File: config.mk
export PLATFORM = sky130hd
export DESIGN_NAME = bounded_sorted_top_k_insert_flat
export DESIGN_NICKNAME = d
export VERILOG_FILES = /design/src/rtl/bstk_pkg.sv /design/src/rtl/bstk_if.sv /design/src/rtl/bstk_ctrl.sv /design/src/rtl/bstk_dp.sv /design/src/rtl/bounded_sorted_top_k_insert.sv /design/src/flat_wrapper.sv
export SDC_FILE = /design/constraint.sdc
export NUM_CORES = 1
export LEC_CHECK = 0
export ABC_CLOCK_PERIOD_IN_PS = 6600
export CAP_MARGIN = 10
export CORE_MARGIN = 1
export CORE_UTILIZATION = 51
export DETAILED_ROUTE_END_ITERATION = 8
export DONT_BUFFER_PORTS = 1
export PLACE_DENSITY = 0.66
export REMOVE_ABC_BUFFERS = 1
export SLEW_MARGIN = 0
export SYNTH_ARGS = -nofsm -noshare
export SYNTH_HDL_FRONTEND = slang
export SYNTH_HIERARCHICAL = 1
export SYNTH_SLANG_ARGS = --single-unit
File: constraint.sdc
create_clock -name clock -period 6.6 [get_ports clock]
set_input_delay 1.32 -clock clock [delete_from_list [all_inputs] [get_ports clock]]
set_output_delay 1.32 -clock clock [all_outputs]
set_load 0.1 [all_outputs]
File: src/rtl/bstk_pkg.sv
package bstk_pkg;

   localparam int SCORE_W = 32;
   localparam int TAG_W = 16;
   localparam int INDEX_W = 4;
   localparam int COUNT_W = 5;
   localparam int CAP_W = 5;
   localparam int POS_W = 4;

   localparam logic [CAP_W-1:0] CAP_RESET = 5'd10;

   localparam logic CMD_INSERT = 1'b0;
   localparam logic CMD_READ = 1'b1;

   typedef struct packed {
      logic                      cmd;
      logic signed [SCORE_W-1:0] score;
      logic [TAG_W-1:0]          tag;
      logic [INDEX_W-1:0]        index;
   } bstk_req_type;

   typedef struct packed {
      logic                      accepted;
      logic [POS_W-1:0]          position;
      logic [COUNT_W-1:0]        count;
      logic                      read_valid;
      logic signed [SCORE_W-1:0] read_score;
      logic [TAG_W-1:0]          read_tag;
   } bstk_rsp_type;

   typedef struct packed {
      logic load;
      logic rd_index;
      logic rd_last;
      logic grow;
      logic rd_above;
      logic shift;
      logic place;
      logic set_reject;
      logic set_read;
   } bstk_cmd_type;

   typedef struct packed {
      logic is_read;
      logic full;
      logic count_zero;
      logic slot_zero;
      logic slot_one;
      logic beats;
   } bstk_status_type;

endpackage

File: src/rtl/bstk_if.sv
interface bstk_req_if;
   import bstk_pkg::*;

   logic                      valid;
   logic                      ready;
   logic                      cmd;
   logic signed [SCORE_W-1:0] score;
   logic [TAG_W-1:0]          tag;
   logic [INDEX_W-1:0]        index;

   modport source (output valid, cmd, score, tag, index, input ready);
   modport sink (input valid, cmd, score, tag, index, output ready);
endinterface

interface bstk_rsp_if;
   import bstk_pkg::*;

   logic                      valid;
   logic                      ready;
   logic                      accepted;
   logic [POS_W-1:0]          position;
   logic [COUNT_W-1:0]        count;
   logic                      read_valid;
   logic signed [SCORE_W-1:0] read_score;
   logic [TAG_W-1:0]          read_tag;

   modport source (output valid, accepted, position, count, read_valid, read_score, read_tag,
                   input ready);
   modport sink (input valid, accepted, position, count, read_valid, read_score, read_tag,
                 output ready);
endinterface

interface bstk_csr_if;
   import bstk_pkg::*;

   logic             valid;
   logic             ready;
   logic [CAP_W-1:0] capacity;

   modport source (output valid, capacity, input ready);
   modport sink (input valid, capacity, output ready);
endinterface

File: src/rtl/bstk_ctrl.sv
module bstk_ctrl (
   input  logic                      clock,
   input  logic                      reset,
   input  logic                      req_valid,
   output logic                      req_ready,
   output logic                      rsp_valid,
   input  logic                      rsp_ready,
   input  bstk_pkg::bstk_status_type status,
   output bstk_pkg::bstk_cmd_type    cmd
);
   import bstk_pkg::*;

   typedef enum logic [6:0] {
      S_IDLE   = 7'b0000001,
      S_DECODE = 7'b0000010,
      S_CHECK  = 7'b0000100,
      S_SHIFT  = 7'b0001000,
      S_PLACE  = 7'b0010000,
      S_READ   = 7'b0100000,
      S_RESP   = 7'b1000000
   } state_type;

   state_type state_ff;
   state_type state_in;

   always_ff @(posedge clock) begin
      if (reset) begin
         state_ff <= S_IDLE;
      end else begin
         state_ff <= state_in;
      end
   end

   always_comb begin
      state_in  = state_ff;
      cmd       = '0;
      req_ready = 1'b0;
      rsp_valid = 1'b0;
      unique case (state_ff)
         S_IDLE: begin
            req_ready = 1'b1;
            if (req_valid) begin
               cmd.load = 1'b1;
               state_in = S_DECODE;
            end
         end
         S_DECODE: begin
            if (status.is_read) begin
               cmd.rd_index = 1'b1;
               state_in     = S_READ;
            end else if (status.full) begin
               cmd.rd_last = 1'b1;
               state_in    = S_CHECK;
            end else begin
               cmd.grow = 1'b1;
               state_in = status.count_zero ? S_PLACE : S_SHIFT;
            end
         end
         S_CHECK: begin
            if (!status.beats) begin
               cmd.set_reject = 1'b1;
               state_in       = S_RESP;
            end else if (status.slot_zero) begin
               state_in = S_PLACE;
            end else begin
               cmd.rd_above = 1'b1;
               state_in     = S_SHIFT;
            end
         end
         S_SHIFT: begin
            if (status.beats) begin
               cmd.shift = 1'b1;
               state_in  = status.slot_one ? S_PLACE : S_SHIFT;
            end else begin
               state_in = S_PLACE;
            end
         end
         S_PLACE: begin
            cmd.place = 1'b1;
            state_in  = S_RESP;
         end
         S_READ: begin
            cmd.set_read = 1'b1;
            state_in     = S_RESP;
         end
         S_RESP: begin
            rsp_valid = 1'b1;
            if (rsp_ready) begin
               state_in = S_IDLE;
            end
         end
         default: begin
            state_in = S_IDLE;
         end
      endcase
   end

endmodule

File: src/rtl/bstk_dp.sv
module bstk_dp #(
   parameter int MAX_ENTRIES = 16,
   parameter int TAG_BITS = 16
) (
   input  logic                             clock,
   input  logic                             reset,
   input  bstk_pkg::bstk_cmd_type           cmd,
   output bstk_pkg::bstk_status_type        status,
   input  bstk_pkg::bstk_req_type           req,
   output bstk_pkg::bstk_rsp_type           rsp,
   input  logic                             csr_write,
   input  logic [bstk_pkg::CAP_W-1:0]       csr_capacity
);
   import bstk_pkg::*;

   localparam int IDX_W = (MAX_ENTRIES > 1) ? $clog2(MAX_ENTRIES) : 1;
   localparam int CNT_W = $clog2(MAX_ENTRIES + 1);
   localparam int CMP_W = (CNT_W > CAP_W) ? CNT_W : CAP_W;
   localparam int ENT_W = SCORE_W + TAG_BITS;

   logic [ENT_W-1:0]         mem [MAX_ENTRIES];

   bstk_req_type             req_ff;
   logic [CAP_W-1:0]         cap_ff;
   logic [CNT_W-1:0]         count_ff;
   logic [CNT_W-1:0]         count_in;
   logic [IDX_W-1:0]         slot_ff;
   logic [IDX_W-1:0]         slot_in;
   logic [ENT_W-1:0]         rdata_ff;
   logic                     hit_ff;
   logic                     acc_ff;
   logic [POS_W-1:0]         pos_ff;
   logic                     rvalid_ff;
   logic signed [SCORE_W-1:0] rscore_ff;
   logic [TAG_W-1:0]         rtag_ff;

   logic [CMP_W-1:0]         cap_ext;
   logic [CMP_W-1:0]         live_wide;
   logic [CNT_W-1:0]         live_cap;
   logic [IDX_W-1:0]         live_last;
   logic [CMP_W-1:0]         idx_cmp;
   logic                     hit;
   logic [IDX_W+INDEX_W-1:0] idx_wide;
   logic [IDX_W+INDEX_W-1:0] slot_wide;
   logic [TAG_BITS+TAG_W-1:0] tag_in_wide;
   logic [TAG_BITS+TAG_W-1:0] tag_out_wide;
   logic [CNT_W+COUNT_W-1:0] count_wide;
   logic signed [SCORE_W-1:0] rd_score;
   logic [TAG_BITS-1:0]      rd_tag;
   logic                     rd_en;
   logic [IDX_W-1:0]         rd_addr;
   logic                     wr_en;
   logic [ENT_W-1:0]         wr_data;

   always_comb begin
      cap_ext = CMP_W'(cap_ff);
      if (cap_ff == '0) begin
         live_wide = CMP_W'(1);
      end else if (cap_ext > CMP_W'(MAX_ENTRIES)) begin
         live_wide = CMP_W'(MAX_ENTRIES);
      end else begin
         live_wide = cap_ext;
      end
   end

   assign live_cap     = CNT_W'(live_wide);
   assign live_last    = IDX_W'(live_cap - CNT_W'(1));
   assign idx_cmp      = CMP_W'(req_ff.index);
   assign hit          = (idx_cmp < CMP_W'(count_ff)) && (idx_cmp < CMP_W'(MAX_ENTRIES));
   assign idx_wide     = {{IDX_W{1'b0}}, req_ff.index};
   assign slot_wide    = {{INDEX_W{1'b0}}, slot_ff};
   assign tag_in_wide  = {{TAG_BITS{1'b0}}, req_ff.tag};
   assign count_wide   = {{COUNT_W{1'b0}}, count_ff};
   assign rd_score     = rdata_ff[ENT_W-1 -: SCORE_W];
   assign rd_tag       = rdata_ff[TAG_BITS-1:0];
   assign tag_out_wide = {{TAG_W{1'b0}}, rd_tag};

   assign status.is_read    = (req_ff.cmd == CMD_READ);
   assign status.full       = (count_ff >= live_cap);
   assign status.count_zero = (count_ff == '0);
   assign status.slot_zero  = (slot_ff == '0);
   assign status.slot_one   = (slot_ff == IDX_W'(1));
   assign status.beats      = (req_ff.score > rd_score);

   // read address select
   always_comb begin
      rd_en   = cmd.rd_index | cmd.rd_last | cmd.grow | cmd.rd_above | cmd.shift;
      rd_addr = slot_ff - IDX_W'(1);
      if (cmd.rd_index) begin
         rd_addr = idx_wide[IDX_W-1:0];
      end else if (cmd.rd_last) begin
         rd_addr = live_last;
      end else if (cmd.grow) begin
         rd_addr = IDX_W'(count_ff - CNT_W'(1));
      end else if (cmd.shift) begin
         rd_addr = slot_ff - IDX_W'(2);
      end
   end

   assign wr_en   = cmd.shift | cmd.place;
   assign wr_data = cmd.shift ? rdata_ff : {req_ff.score, tag_in_wide[TAG_BITS-1:0]};

   always_ff @(posedge clock) begin
      if (rd_en) begin
         rdata_ff <= mem[rd_addr];
      end
      if (wr_en) begin
         mem[slot_ff] <= wr_data;
      end
   end

   always_comb begin
      count_in = count_ff;
      if (csr_write) begin
         count_in = '0;
      end else if (cmd.grow) begin
         count_in = count_ff + CNT_W'(1);
      end
   end

   always_comb begin
      slot_in = slot_ff;
      if (cmd.grow) begin
         slot_in = IDX_W'(count_ff);
      end else if (cmd.rd_last) begin
         slot_in = live_last;
      end else if (cmd.shift) begin
         slot_in = slot_ff - IDX_W'(1);
      end
   end

   always_ff @(posedge clock) begin
      if (reset) begin
         cap_ff   <= CAP_RESET;
         count_ff <= '0;
      end else begin
         if (csr_write) begin
            cap_ff <= csr_capacity;
         end
         count_ff <= count_in;
      end
   end

   always_ff @(posedge clock) begin
      slot_ff <= slot_in;
      if (cmd.load) begin
         req_ff <= req;
      end
      if (cmd.rd_index) begin
         hit_ff <= hit;
      end
      if (cmd.place) begin
         acc_ff    <= 1'b1;
         pos_ff    <= slot_wide[POS_W-1:0];
         rvalid_ff <= 1'b0;
         rscore_ff <= '0;
         rtag_ff   <= '0;
      end else if (cmd.set_reject) begin
         acc_ff    <= 1'b0;
         pos_ff    <= '0;
         rvalid_ff <= 1'b0;
         rscore_ff <= '0;
         rtag_ff   <= '0;
      end else if (cmd.set_read) begin
         acc_ff    <= 1'b0;
         pos_ff    <= '0;
         rvalid_ff <= hit_ff;
         rscore_ff <= hit_ff ? rd_score : '0;
         rtag_ff   <= hit_ff ? tag_out_wide[TAG_W-1:0] : '0;
      end
   end

   assign rsp.accepted   = acc_ff;
   assign rsp.position   = pos_ff;
   assign rsp.count      = count_wide[COUNT_W-1:0];
   assign rsp.read_valid = rvalid_ff;
   assign rsp.read_score = rscore_ff;
   assign rsp.read_tag   = rtag_ff;

endmodule

File: src/rtl/bounded_sorted_top_k_insert.sv
// channel  | direction | payload                                             | transfer
// req_if   | in        | cmd, score, tag, index                              | valid & ready
// rsp_if   | out       | accepted, position, count, read_valid, read_score,  | valid & ready
//          |           | read_tag                                            |
// csr_if   | in        | capacity                                            | valid & ready
//
// one item at a time; a new request is taken only once the response to the last one has been
// taken; an accepted insert shifts down each kept entry scoring below it, then writes the new
// entry into the freed slot
// the entry store moves one entry per cycle during the shift
// reset is synchronous; it sets capacity to 10 and empties the table
// a stalled response holds the block until it is taken; csr_if is always ready

module bounded_sorted_top_k_insert #(
   parameter int MAX_ENTRIES = 16,
   parameter int TAG_BITS = 16
) (
   input logic       clock,
   input logic       reset,
   bstk_req_if.sink  req_if,
   bstk_rsp_if.source rsp_if,
   bstk_csr_if.sink  csr_if
);
   import bstk_pkg::*;

   bstk_cmd_type    cmd;
   bstk_status_type status;
   bstk_req_type    req;
   bstk_rsp_type    rsp;
   logic            req_ready;
   logic            rsp_valid;

   assign req.cmd   = req_if.cmd;
   assign req.score = req_if.score;
   assign req.tag   = req_if.tag;
   assign req.index = req_if.index;

   assign csr_if.ready = 1'b1;

   bstk_ctrl u_ctrl (
      .clock     (clock),
      .reset     (reset),
      .req_valid (req_if.valid),
      .req_ready (req_ready),
      .rsp_valid (rsp_valid),
      .rsp_ready (rsp_if.ready),
      .status    (status),
      .cmd       (cmd)
   );

   bstk_dp #(
      .MAX_ENTRIES (MAX_ENTRIES),
      .TAG_BITS    (TAG_BITS)
   ) u_dp (
      .clock        (clock),
      .reset        (reset),
      .cmd          (cmd),
      .status       (status),
      .req          (req),
      .rsp          (rsp),
      .csr_write    (csr_if.valid),
      .csr_capacity (csr_if.capacity)
   );

   assign req_if.ready      = req_ready;
   assign rsp_if.valid      = rsp_valid;
   assign rsp_if.accepted   = rsp.accepted;
   assign rsp_if.position   = rsp.position;
   assign rsp_if.count      = rsp.count;
   assign rsp_if.read_valid = rsp.read_valid;
   assign rsp_if.read_score = rsp.read_score;
   assign rsp_if.read_tag   = rsp.read_tag;

`ifndef SYNTHESIS
   a_one_in_flight: assert property (@(posedge clock) disable iff (reset)
      (req_if.valid && req_if.ready) |=> !req_if.ready)
      else $error("new request taken while an item is in flight");

   a_position_in_range: assert property (@(posedge clock) disable iff (reset)
      (rsp_if.valid && rsp_if.accepted) |-> (rsp_if.position < rsp_if.count))
      else $error("insert placed at or beyond the entry count");

   a_read_excludes_insert: assert property (@(posedge clock) disable iff (reset)
      (rsp_if.valid && rsp_if.read_valid) |-> (!rsp_if.accepted && rsp_if.count != 0))
      else $error("valid read on an insert result or an empty table");
`endif

endmodule
File: src/flat_wrapper.sv
// flat-port wrapper written by rule: the top's interface ports become plain ports
module bounded_sorted_top_k_insert_flat import bstk_pkg::*;
#(
   parameter int MAX_ENTRIES = 16,
   parameter int TAG_BITS = 16
)
  (clock, reset, req_if_valid, req_if_cmd, req_if_score, req_if_tag, req_if_index, req_if_ready, rsp_if_valid, rsp_if_accepted, rsp_if_position, rsp_if_count, rsp_if_read_valid, rsp_if_read_score, rsp_if_read_tag, rsp_if_ready, csr_if_valid, csr_if_capacity, csr_if_ready);
  bstk_req_if req_if_i ();
  bstk_rsp_if rsp_if_i ();
  bstk_csr_if csr_if_i ();
  input logic clock;
  input logic reset;
  input wire logic [$bits(req_if_i.valid)-1:0] req_if_valid;
  input wire logic [$bits(req_if_i.cmd)-1:0] req_if_cmd;
  input wire logic [$bits(req_if_i.score)-1:0] req_if_score;
  input wire logic [$bits(req_if_i.tag)-1:0] req_if_tag;
  input wire logic [$bits(req_if_i.index)-1:0] req_if_index;
  output wire logic [$bits(req_if_i.ready)-1:0] req_if_ready;
  output wire logic [$bits(rsp_if_i.valid)-1:0] rsp_if_valid;
  output wire logic [$bits(rsp_if_i.accepted)-1:0] rsp_if_accepted;
  output wire logic [$bits(rsp_if_i.position)-1:0] rsp_if_position;
  output wire logic [$bits(rsp_if_i.count)-1:0] rsp_if_count;
  output wire logic [$bits(rsp_if_i.read_valid)-1:0] rsp_if_read_valid;
  output wire logic [$bits(rsp_if_i.read_score)-1:0] rsp_if_read_score;
  output wire logic [$bits(rsp_if_i.read_tag)-1:0] rsp_if_read_tag;
  input wire logic [$bits(rsp_if_i.ready)-1:0] rsp_if_ready;
  input wire logic [$bits(csr_if_i.valid)-1:0] csr_if_valid;
  input wire logic [$bits(csr_if_i.capacity)-1:0] csr_if_capacity;
  output wire logic [$bits(csr_if_i.ready)-1:0] csr_if_ready;
  assign req_if_i.valid = req_if_valid;
  assign req_if_i.cmd = req_if_cmd;
  assign req_if_i.score = req_if_score;
  assign req_if_i.tag = req_if_tag;
  assign req_if_i.index = req_if_index;
  assign req_if_ready = req_if_i.ready;
  assign rsp_if_valid = rsp_if_i.valid;
  assign rsp_if_accepted = rsp_if_i.accepted;
  assign rsp_if_position = rsp_if_i.position;
  assign rsp_if_count = rsp_if_i.count;
  assign rsp_if_read_valid = rsp_if_i.read_valid;
  assign rsp_if_read_score = rsp_if_i.read_score;
  assign rsp_if_read_tag = rsp_if_i.read_tag;
  assign rsp_if_i.ready = rsp_if_ready;
  assign csr_if_i.valid = csr_if_valid;
  assign csr_if_i.capacity = csr_if_capacity;
  assign csr_if_ready = csr_if_i.ready;
  bounded_sorted_top_k_insert #(.MAX_ENTRIES(MAX_ENTRIES), .TAG_BITS(TAG_BITS)) u_core (.clock(clock), .reset(reset), .req_if(req_if_i), .rsp_if(rsp_if_i), .csr_if(csr_if_i));
endmodule
# Word-level counts from Yosys, hierarchy flattened
# Memories as Yosys holds them, arrays and structs flattened. A register that Yosys moved wholly into a read port is not among the register bits.
# Index checks and enable logic that the tools add are counted.
totals:
  n_memories: 1
  regBits: 129
  mem_bits_rw: 768
  output_inout_bits: 62
  in_bits: 63
  elab_cells: 98
memory_table:
  columns: ["name", "depth", "word_bits", "read_ports", "rd_ports_with_merged_regs", "wr", "line_no", "rtl"]
  rows:
  - ["u_core.u_dp.mem", 16, 48, 1, 1, 1, "bstk_dp.sv:21", "logic [ENT_W-1:0] mem [MAX_ENTRIES];"]
op_classes:
  n_reduce_logical: 11
  n_addsub: 5
  n_eq_ne: 10
  bitwise_logic: 5
  n_mux: 47
  order_cmp: 5
ops:
  columns: ["operator", "count"]
  rows:
  - ["48-bit two-way mux", 1]
  - ["7-bit case mux with 6 select lines", 1]
  - ["4-bit two-way mux", 10]
  - ["5-bit two-way mux", 7]
  - ["32-bit greater-than comparator", 1]
  - ["32-bit two-way mux", 1]
  - ["7-bit two-way mux", 4]
  - ["1-bit two-way mux", 20]
  - ["16-bit two-way mux", 1]
  - ["4-bit by 1-bit subtractor with 4-bit output (second input constant)", 3]
  - ["5-bit logical NOT", 2]
  - ["7-bit by 1-bit == test with 1-bit output (second input constant)", 1]
  - ["7-bit by 2-bit == test with 1-bit output (second input constant)", 1]
  - ["7-bit by 3-bit == test with 1-bit output (second input constant)", 1]
  - ["7-bit by 4-bit == test with 1-bit output (second input constant)", 1]
  - ["7-bit by 5-bit == test with 1-bit output (second input constant)", 1]
  - ["7-bit by 6-bit == test with 1-bit output (second input constant)", 1]
  - ["7-bit == test (second input constant)", 1]
  - ["3-bit nonzero test", 2]
  - ["2-bit OR reduction", 3]
  - ["5-bit by 1-bit adder with 5-bit output (second input constant)", 1]
  - ["5-bit >= comparator", 1]
  - ["5-bit greater-than comparator (second input constant)", 1]
  - ["4-bit by 5-bit < comparator with 1-bit output", 1]
  - ["other kinds (11)", 16]

# Longest topological paths before layout
# Gate-level depths: netlist of run 1.
logic_depth:
  depth_word: 11
  ltp_mapped: 23
  mapped_depth_nobuf: 18

# Cells and area by module
# The synthesis of run 1 kept the hierarchy.
modules_own_cells:
  columns: ["module", "cells_per_inst", "seq_area_each_um2", "instances", "area_per_inst_um2"]
  rows:
  - ["bstk_dp", 3969, 27566.4, 1, 49187.2]
  - ["bstk_ctrl", 64, 140.1, 1, 465.4]
  - ["bounded_sorted_top_k_insert", 2, 0.0, 1, 11.3]

# Worst setup path after synthesis of run 1
# No wires, ideal clock.
synth_path:
  path_type: "register -> register"
  from: "register u_core.u_dp.count_ff[0]"
  to: "register u_core.u_dp.rdata_ff[0] (read register of u_core.u_dp.mem), enable pin"
  n_path_buf: 4
  required_ns: 6.119
  arrival_ns: 4.390
  synth_period_minus_slack_ns: 4.870
  slack_ns: 1.730
  stages_incl_launch_ff: 18
  setup_ns: 0.481
  path_cell_list: "dfxtp_1 inv_1 ha_1 nand2b_1 a21o_1 a21oi_1 nor2b_1 o21ai_0 nand2b_1 inv_1 nor2_1 buf_4 buf_4 nor2_2 buf_2 clkbuf_1 nand2_1 or3_1"
synth_lines:
  columns: ["element", "line_no", "rtl"]
  rows:
  - ["start, declared", "bstk_dp.sv:25", "logic [CNT_W-1:0] count_ff;"]
  - ["start signal, assigned", "bstk_dp.sv:140", "count_ff <= count_in;"]
  - ["end, declared", "bstk_dp.sv:29", "logic [ENT_W-1:0] rdata_ff;"]

==> flow_metrics.env, run 1 <==
export IMPL_vias=33183
export IMPL_clkSinkCount=945
export IMPL_use_met2=0.457
export IMPL_route_detailed_drc=0
export IMPL_finalSetupViolCount=0
export IMPL_busiest_layer="met2"
export IMPL_ctsHoldBuffers=0
export IMPL_critPathKind="flip-flop to flip-flop"
export IMPL_p_per_area_mw_per_mm2=253
export IMPL_grt_met3_usage=0.0470
export IMPL_grt_overflow=0
export IMPL_max_cap_viol_count=0
export IMPL_pin_count=125
export IMPL_first_global_vias=33307
export IMPL_synth_area_mm2=0.0497
export IMPL_slowest_delay_ns=0.98
export IMPL_cts_htree_levels=3
export IMPL_rsz0062_at_grt="no"
export IMPL_rr_worst_depth=17
export IMPL_antenna_found_initial=3
export IMPL_crit_top_cell="mux2i_1"
export IMPL_startpoint="u_core/u_dp/req_ff[47]$_DFFE_PP_"
export IMPL_die_area_mm2=0.0986
export IMPL_critPathCapture="u_core/u_dp/rdata_ff[37]$_DFFE_PP_"
export IMPL_avgRoutedWirePerCell_um=26.7
export IMPL_hpwl_um=67600
export IMPL_rrSetupSlack_ns=1.17
export IMPL_whs_ns=0.503
export IMPL_clock_skew_ns=0.0398
export IMPL_synthMuxAreaShare=0.0796
export IMPL_setup_worst_path_start_class="flip-flop"
export IMPL_gp_congestion=0.808
export IMPL_ys_types=58
export IMPL_fin_crit_sh=0.822
export IMPL_nNetsFinal=3927
export IMPL_io_buffers=0
export IMPL_synth_edf_count=878
export IMPL_synth_warnings=6
export IMPL_synthToLayoutAreaGrowth_pct=8.63
export IMPL_r2r_start="u_core/u_dp/req_ff[47]$_DFFE_PP_"
export IMPL_grt_pass1_wl_um=207000
export IMPL_p_leak_nw=18.6
export IMPL_outcome="complete, no violations"
export IMPL_hp_class="flip-flop to flip-flop"
export IMPL_rows=114
export IMPL_hold_viol=0
export IMPL_clockRootBuffer="clkbuf_16"
export IMPL_clk_insertion_delay_late_ns=0.71
export IMPL_tritoncts="yes"
export IMPL_initialDrtViolationCount=3244
export IMPL_synth_simple_area_share=0.161
export IMPL_ant_nets=0
export IMPL_drt_pass1_iterations=7
export IMPL_clk_pin_slew_worst_paths_ns=0.06
export IMPL_vias_per_cell=6.40
export IMPL_avgSynthCellArea_um2=12.3
export IMPL_r2r_end="u_core/u_dp/rdata_ff[37]$_DFFE_PP_"
export IMPL_crit_arrival_ns=5.97
export IMPL_fmax_ghz=0.184
export IMPL_crit_path_end_kind="flip-flop"
export IMPL_core_area_mm2=0.0966
export IMPL_ir_drop_uv=236
export IMPL_relSlewSlack=0.190
export IMPL_die_h_um=314
export IMPL_synth_async_reset_ratio=0
export IMPL_path_cells="ha_1 -> nand4_1 -> or3_1 -> or2_2 -> o221a_2 -> o31a_1 -> a21oi_1 -> buf_4 -> nand2_1 -> nor2_4 -> mux2i_4 -> a2111o_2 -> buf_4 -> a211oi_1 -> mux2i_1 -> mux2i_1 -> mux2i_1"
export IMPL_period_minus_slack_ns=5.43
export IMPL_synth_top_family_by_area="simple AND/OR/NAND/NOR gates"
export IMPL_grt_use_total=0.277
export IMPL_synth_compound_area_frac=0.145
export IMPL_start_util=0.514
export IMPL_synthFlopType="edfxtp_1"
export IMPL_met1_usage=0.371
export IMPL_numCtsBuffers=104
export IMPL_synth_seq_cells=945
export IMPL_ctsResizeCount=0
export IMPL_grt_start_max_net_pins=241
export IMPL_yosysSeqAreaShare=0.558
export IMPL_clk_path_buf_depth=3
export IMPL_drive_gt1_frac=0.0873
export IMPL_post_cts_setup_buffers=0
export IMPL_synthCells=4035
export IMPL_slowest_stage="buf_4"
export IMPL_synth_xor_area_frac=0.00229
export IMPL_cp_max_fo=99
export IMPL_tightest_slew_ns=1.21
export IMPL_post_route_util=0.559
export IMPL_yosys_area_share_adder=0.0128
export IMPL_die_w_um=314
export IMPL_cp_required_ns=7.14
export IMPL_wl_um=138000
export IMPL_maxSlewViolCount=0
[cell usage after synthesis, types with 3 or more instances]
cell type  number  area share
buf_6          36      0.0082
a21oi_1        14      0.0014
a211oi_2       10      0.0025
nand2_1        22      0.0017
nor2_1         24      0.0018
nor2b_1         8      0.0010
nand2b_1      393       0.050
a211o_1         3     0.00053
and2_0          3     0.00038
buf_4          11      0.0017
buf_1           6     0.00045
xnor2_1         8      0.0014
a22o_1         48      0.0085
buf_2          42      0.0042
o31ai_1         4     0.00060
nand3_1         3     0.00030
edfxtp_1      878        0.53
o211ai_1        4     0.00060
dfxtp_1        67       0.027
a21o_1         17      0.0026
and2_1        788       0.099
ha_1           51       0.013
mux2_2         47       0.011
inv_1          48      0.0036
and3_1          3     0.00038
nor3_1         16      0.0016
a211oi_1      377       0.057
or3_1           4     0.00050
clkbuf_1      315       0.024
nor3b_1         3     0.00045
o21ai_0        12      0.0012
nand4_1         9      0.0011
a2111oi_0     384       0.068
mux2i_1       342       0.069
xor2_1          5     0.00088
[where the power goes]
group	switching (W)	total, W	internal [W]
sequential	0.000163	0.00683	0.00666
combinational	0.000582	0.000908	0.000326
clock	0.00244	0.00591	0.00347
total	0.00319	0.0136	0.0105
[cell usage in the layout, fill, tap and decap left out, types with 4 or more instances in the layout]
cell / n
nor2b_1: 6
clkinv_4: 4
mux2_2: 47
clkbuf_8: 9
nor2_1: 23
o21ai_0: 12
a21oi_1: 14
inv_6: 4
nand2b_1: 392
and2_4: 17
nor3_1: 13
inv_1: 48
buf_4: 54
xor2_1: 5
a21o_1: 17
clkinv_1: 13
mux2i_1: 341
nor3_2: 4
a211oi_2: 10
clkbuf_16: 104
dfxtp_1: 67
clkinv_2: 28
edfxtp_1: 878
nand4_1: 9
o211ai_1: 4
ha_1: 51
a2111oi_0: 384
buf_12: 29
clkbuf_1: 20
bufinv_16: 12
a211oi_1: 377
and2_1: 771
xnor2_1: 8
nand2_1: 22
a22o_1: 48
[worst max-delay path, delay by kind of cell, from the launching register on]
family,cells,cell delay (ns)
compound gates,5,1.19
fa+ha+maj,1,0.44
buf+inv,2,1.17
flops,1,0.44
mux,4,0.76
simple gates,5,1.18
[registers in the layout, summed over array words and instances (netlist names), 4 cells and up]
name / count
u_core/u_dp/rdata_ff: 48
u_core/u_dp/idx_cmp: 4
u_core/u_dp/req_ff: 48
u_core/u_dp/count_ff: 5
u_core/u_dp/mem: 768
u_core/u_dp/rscore_ff: 32
u_core/u_dp/rtag_ff: 16
u_core/u_ctrl/state_ff: 7
u_core/u_dp/slot_ff: 4
u_core/u_dp/cap_ext: 5
u_core/u_dp/pos_ff: 4
[stage by stage]
stage	cell area, um2	std cells	setup TNS (ns)	setup WS, ns	power (W)
after floorplan	47800	3624	-2124.75	-35.14	0.00772
after global placement	50500	4983	0	1.39	0.00784
after detailed placement	50500	4983	0	1.27	0.00785
after CTS	53900	5181	0	1.22	0.0137
after global routing	53900	5181	0	0.892	0.0140
final	53900	5182	0	1.17	0.0136
[cells by family (layout without fill, tap and decap cells)]
group                      Yosys count  after routing
buffers and inverters              460            330
DFF                                945            945
xor gates and xnor gates            13             13
muxes                              389            389
and+or+nand+nor                   1292           1292
other                                1              2
AOI/OAI and AO/OA                  884            884
adders and majority gates           51             51
[routing by layer]
| metal | share of wire | vias up |
|---|---|---|
| li1 | - | 14939 |
| met1 | 0.43 | 16874 |
| met2 | 0.48 | 1129 |
| met3 | 0.065 | 241 |
| met4 | 0.030 | 0 |
| met5 | 0 | - |
[worst min-delay path by stage]
| stage | from | to | slack (ns) | cells after the start |
|---|---|---|---|---|
| after floorplan | u_core/u_dp/rdata_ff[0]$_DFFE_PP_ | u_core/u_dp/rtag_ff[0]$_SDFFE_PP0P_ | 0.46 | 1 |
| after global placement | u_core/u_dp/rdata_ff[41]$_DFFE_PP_ | u_core/u_dp/rscore_ff[25]$_SDFFE_PP0P_ | 0.49 | 1 |
| after detailed placement | u_core/u_dp/rdata_ff[8]$_DFFE_PP_ | u_core/u_dp/rtag_ff[8]$_SDFFE_PP0P_ | 0.49 | 1 |
| after CTS | u_core/u_dp/rdata_ff[8]$_DFFE_PP_ | u_core/u_dp/rtag_ff[8]$_SDFFE_PP0P_ | 0.51 | 1 |
| after global routing | u_core/u_dp/rdata_ff[2]$_DFFE_PP_ | u_core/u_dp/rtag_ff[2]$_SDFFE_PP0P_ | 0.53 | 1 |
| final | u_core/u_dp/rdata_ff[8]$_DFFE_PP_ | u_core/u_dp/rtag_ff[8]$_SDFFE_PP0P_ | 0.50 | 1 |
[layout make-up]
class,count,area [um2]
clock buffer,133,2800
inverter,49,184
multi-input combinational,2630,20000
sequential,945,27700
tap,1276,1600
antenna,1,2.50
clock inverter,65,676
fill,7765,42600
timing repair buffer,83,986
Power figures use the tool's default switching activity.
==> run 2, diff against run 1 <==
--- a/config.mk
+++ b/config.mk
@@ -5,7 +5,8 @@
 export SDC_FILE = /design/constraint.sdc
 export NUM_CORES = 1
 export LEC_CHECK = 0
-export ABC_CLOCK_PERIOD_IN_PS = 6600
+export ABC_AREA = 1
+export ABC_CLOCK_PERIOD_IN_PS = 5470
 export CAP_MARGIN = 10
 export CORE_MARGIN = 1
 export CORE_UTILIZATION = 51
==> constraint.sdc (replaced) <==
create_clock -name clock -period 5.47 [get_ports clock]
set_input_delay 1.094 -clock clock [delete_from_list [all_inputs] [get_ports clock]]
set_output_delay 1.094 -clock clock [all_outputs]
set_load 0.1 [all_outputs]
==> run 2 against run 1 <==
Compared with the run above: flip-flop and latch count is the same; maximum frequency grew 5.6%; clock skew shrank 0.020 ns; synthesized cell count shrank 4.0%; critical path type unchanged.
==> flow_metrics.env, run 2 <==
export IMPL_finalSetupViolCount=0
export IMPL_yosysMostFrequentCell="nand3_1"
export IMPL_relSlewSlack=0.217
export IMPL_final_instance_count_excl_fill=5005
export IMPL_ir_drop_uv=289
export IMPL_grt_use_total=0.266
export IMPL_met1_usage=0.344
export IMPL_cts_htree_levels=3
export IMPL_crit_arrival_ns=5.54
export IMPL_synth_warnings=6
export IMPL_clock_skew_ns=0.0197
export IMPL_vias=28201
export IMPL_largest_reg_flops=768
export IMPL_ys_top_cells_by_area="edfxtp_1 64%, nand3_1 11%, nand2_1 7.1%"
export IMPL_synthToLayoutAreaGrowth_pct=12.4
export IMPL_yosysTopAreaCell="edfxtp_1"
export IMPL_ant_nets=0
export IMPL_post_route_util=0.584
export IMPL_n_fill_cell=6455
export IMPL_layout_common_cells="936 x nand3_1, 878 x edfxtp_1, 784 x nand2_1"
export IMPL_slowest_stage="nor2_1"
export IMPL_outcome="complete, no violations"
export IMPL_cp_required_ns=5.87
export IMPL_start_util=0.519
export IMPL_grt_overflow=0
export IMPL_clk_path_buf_depth=3
export IMPL_slowest_delay_ns=0.50
export IMPL_nNetsFinal=3986
export IMPL_clk_pin_slew_worst_paths_ns=0.06
export IMPL_grt_met3_usage=0.0451
export IMPL_synthCells=3872
export IMPL_synth_async_reset_ratio=0
export IMPL_dp_cells=4822
export IMPL_hp_class="flip-flop to flip-flop"
export IMPL_rows=103
export IMPL_reg_top3="u_core/u_dp/mem (768), u_core/u_dp/rdata_ff (48), u_core/u_dp/req_ff (48)"
export IMPL_mostFrequentLayoutCell="nand3_1"
export IMPL_route_detailed_drc=0
export IMPL_tritoncts="yes"
export IMPL_p_leak_nw=18.9
export IMPL_drive_gt1_frac=0.0822
export IMPL_max_cap_viol_count=0
export IMPL_tightest_slew_ns=1.17
export IMPL_pin_count=125
export IMPL_avgRoutedWirePerCell_um=21.7
export IMPL_die_w_um=287
export IMPL_whs_ns=0.495
export IMPL_first_global_vias=27204
export IMPL_clkSinkCount=945
export IMPL_ys_types=43
export IMPL_die_area_mm2=0.0821
export IMPL_cpLargestDelayFamily="simple AND/OR/NAND/NOR gates"
export IMPL_initialDrtViolationCount=2852
export IMPL_post_cts_setup_buffers=0
export IMPL_wl_um=109000
export IMPL_hold_viol=0
export IMPL_ctsHoldBuffers=0
export IMPL_p_per_area_mw_per_mm2=337
export IMPL_clk_insertion_delay_late_ns=0.65
export IMPL_grt_pass1_wl_um=165000
export IMPL_io_buffers=0
export IMPL_numCtsBuffers=98
export IMPL_synth_edf_count=878
export IMPL_crit_top_cell="nand2_1"
export IMPL_maxSlewViolCount=0
export IMPL_vias_per_cell=5.63
export IMPL_crit_path_end_kind="flip-flop"
export IMPL_critPathKind="flip-flop to flip-flop"
export IMPL_synthDominantCellAreaShare=0.639
export IMPL_use_met2=0.448
export IMPL_fmax_ghz=0.195
export IMPL_synth_area_mm2=0.0413
export IMPL_core_area_mm2=0.0795
export IMPL_synth_commonest_cells="937 x nand3_1, 878 x edfxtp_1, 785 x nand2_1, 569 x inv_1, 114 x buf_2"
export IMPL_ctsResizeCount=0
export IMPL_die_h_um=287
export IMPL_antenna_found_initial=10
export IMPL_cp_max_fo=49
export IMPL_setup_worst_path_start_class="flip-flop"
export IMPL_fin_crit_sh=0.939
export IMPL_synth_seq_cells=945
export IMPL_yosysSeqAreaShare=0.671
export IMPL_avgSynthCellArea_um2=10.7
export IMPL_busiest_layer="met2"
export IMPL_synthFlopType="edfxtp_1"
export IMPL_gp_congestion=0.860
export IMPL_grt_start_max_net_pins=170
export IMPL_drt_pass1_iterations=5
export IMPL_period_minus_slack_ns=5.14
export IMPL_clockRootBuffer="clkbuf_16"
export IMPL_hpwl_um=55300
export IMPL_rsz0062_at_grt="no"
export IMPL_crit_buf_inv=4
export IMPL_largest_register="u_core/u_dp/mem"
==> run 2: cell count changes after synthesis, moves of 384 or more <==
cell | before | now
nand2_1 | 22 | 785
inv_1 | 48 | 569
nand2b_1 | 393 | 0
nand3_1 | 3 | 937
a2111oi_0 | 384 | 0
and2_1 | 788 | 0
==> run 2: metrics by stage <==
step	power (W)	instance area [um2]	worst slack (ns)	TNS (ns)
after CTS	0.0157	46400	0.351	0
after global placement	0.00922	43300	0.445	0
after floorplan	0.00890	40200	-6.45	-308.41
final	0.0156	46400	0.333	0
after global routing	0.0161	46400	0.0817	0
after detailed placement	0.00924	43300	0.388	0
==> run 2: tightest hold or removal path: cells and delay by family (launching register included) <==
kind / cells / cell delay (ns)
flip-flops: 1 / 0.33
AND/OR/NAND/NOR: 2 / 0.12
==> run 2: cells by family after synthesis <==
group / synth area share
XOR/XNOR: 0.000636
flip-flops: 0.671
AND/OR/NAND/NOR: 0.212
buffers and inverters: 0.0803
other: 0.0000908
adder cells (fa/ha/maj): 0.0155
AO/OA/AOI/OAI: 0.0203
==> run 2: worst paths after layout <==
check	startpoint	slack, ns	to	cells after the start
setup / recovery	u_core/u_dp/req_ff[43]$_DFFE_PP_	0.33	u_core/u_dp/rdata_ff[43]$_DFFE_PP_	26
hold / removal	u_core/u_dp/cap_ext[1]$_SDFFE_PP1P_	0.49	u_core/u_dp/cap_ext[1]$_SDFFE_PP1P_	2
setup reg to reg	u_core/u_dp/req_ff[43]$_DFFE_PP_	0.33	u_core/u_dp/rdata_ff[43]$_DFFE_PP_	26
hold reg to reg	u_core/u_dp/cap_ext[1]$_SDFFE_PP1P_	0.49	u_core/u_dp/cap_ext[1]$_SDFFE_PP1P_	2
==> run 2: power by group <==
| part | total [W] | leakage [nW] | internal [W] | switching, W |
|---|---|---|---|---|
| Sequential | 0.00817 | 8.47 | 0.00802 | 0.000149 |
| Combinational | 0.000921 | 8.91 | 0.000269 | 0.000652 |
| Clock | 0.00653 | 1.54 | 0.00380 | 0.00273 |
| Total | 0.0156 | 18.9 | 0.0121 | 0.00353 |
==> run 2: final cells by class <==
class                           instances  area (um2)  share of cell area
Antenna cell                            3        7.51            0.000162
Clock buffer                          136        2760              0.0595
Clock inverter                         44         377             0.00811
Inverter                              581        2190              0.0471
Multi-Input combinational cell       2114       10500               0.226
Sequential cell                       945       27700               0.597
Tap cell                             1050        1310              0.0283
Timing Repair Buffer                  132        1580              0.0341
==> run 2: routing by layer <==
layer | vias to the layer above | share of wire
met3 | 279 | 0.075
li1 | 13106 | -
met2 | 1120 | 0.49
met4 | 8 | 0.038
met5 | - | 0.00049
met1 | 13688 | 0.40
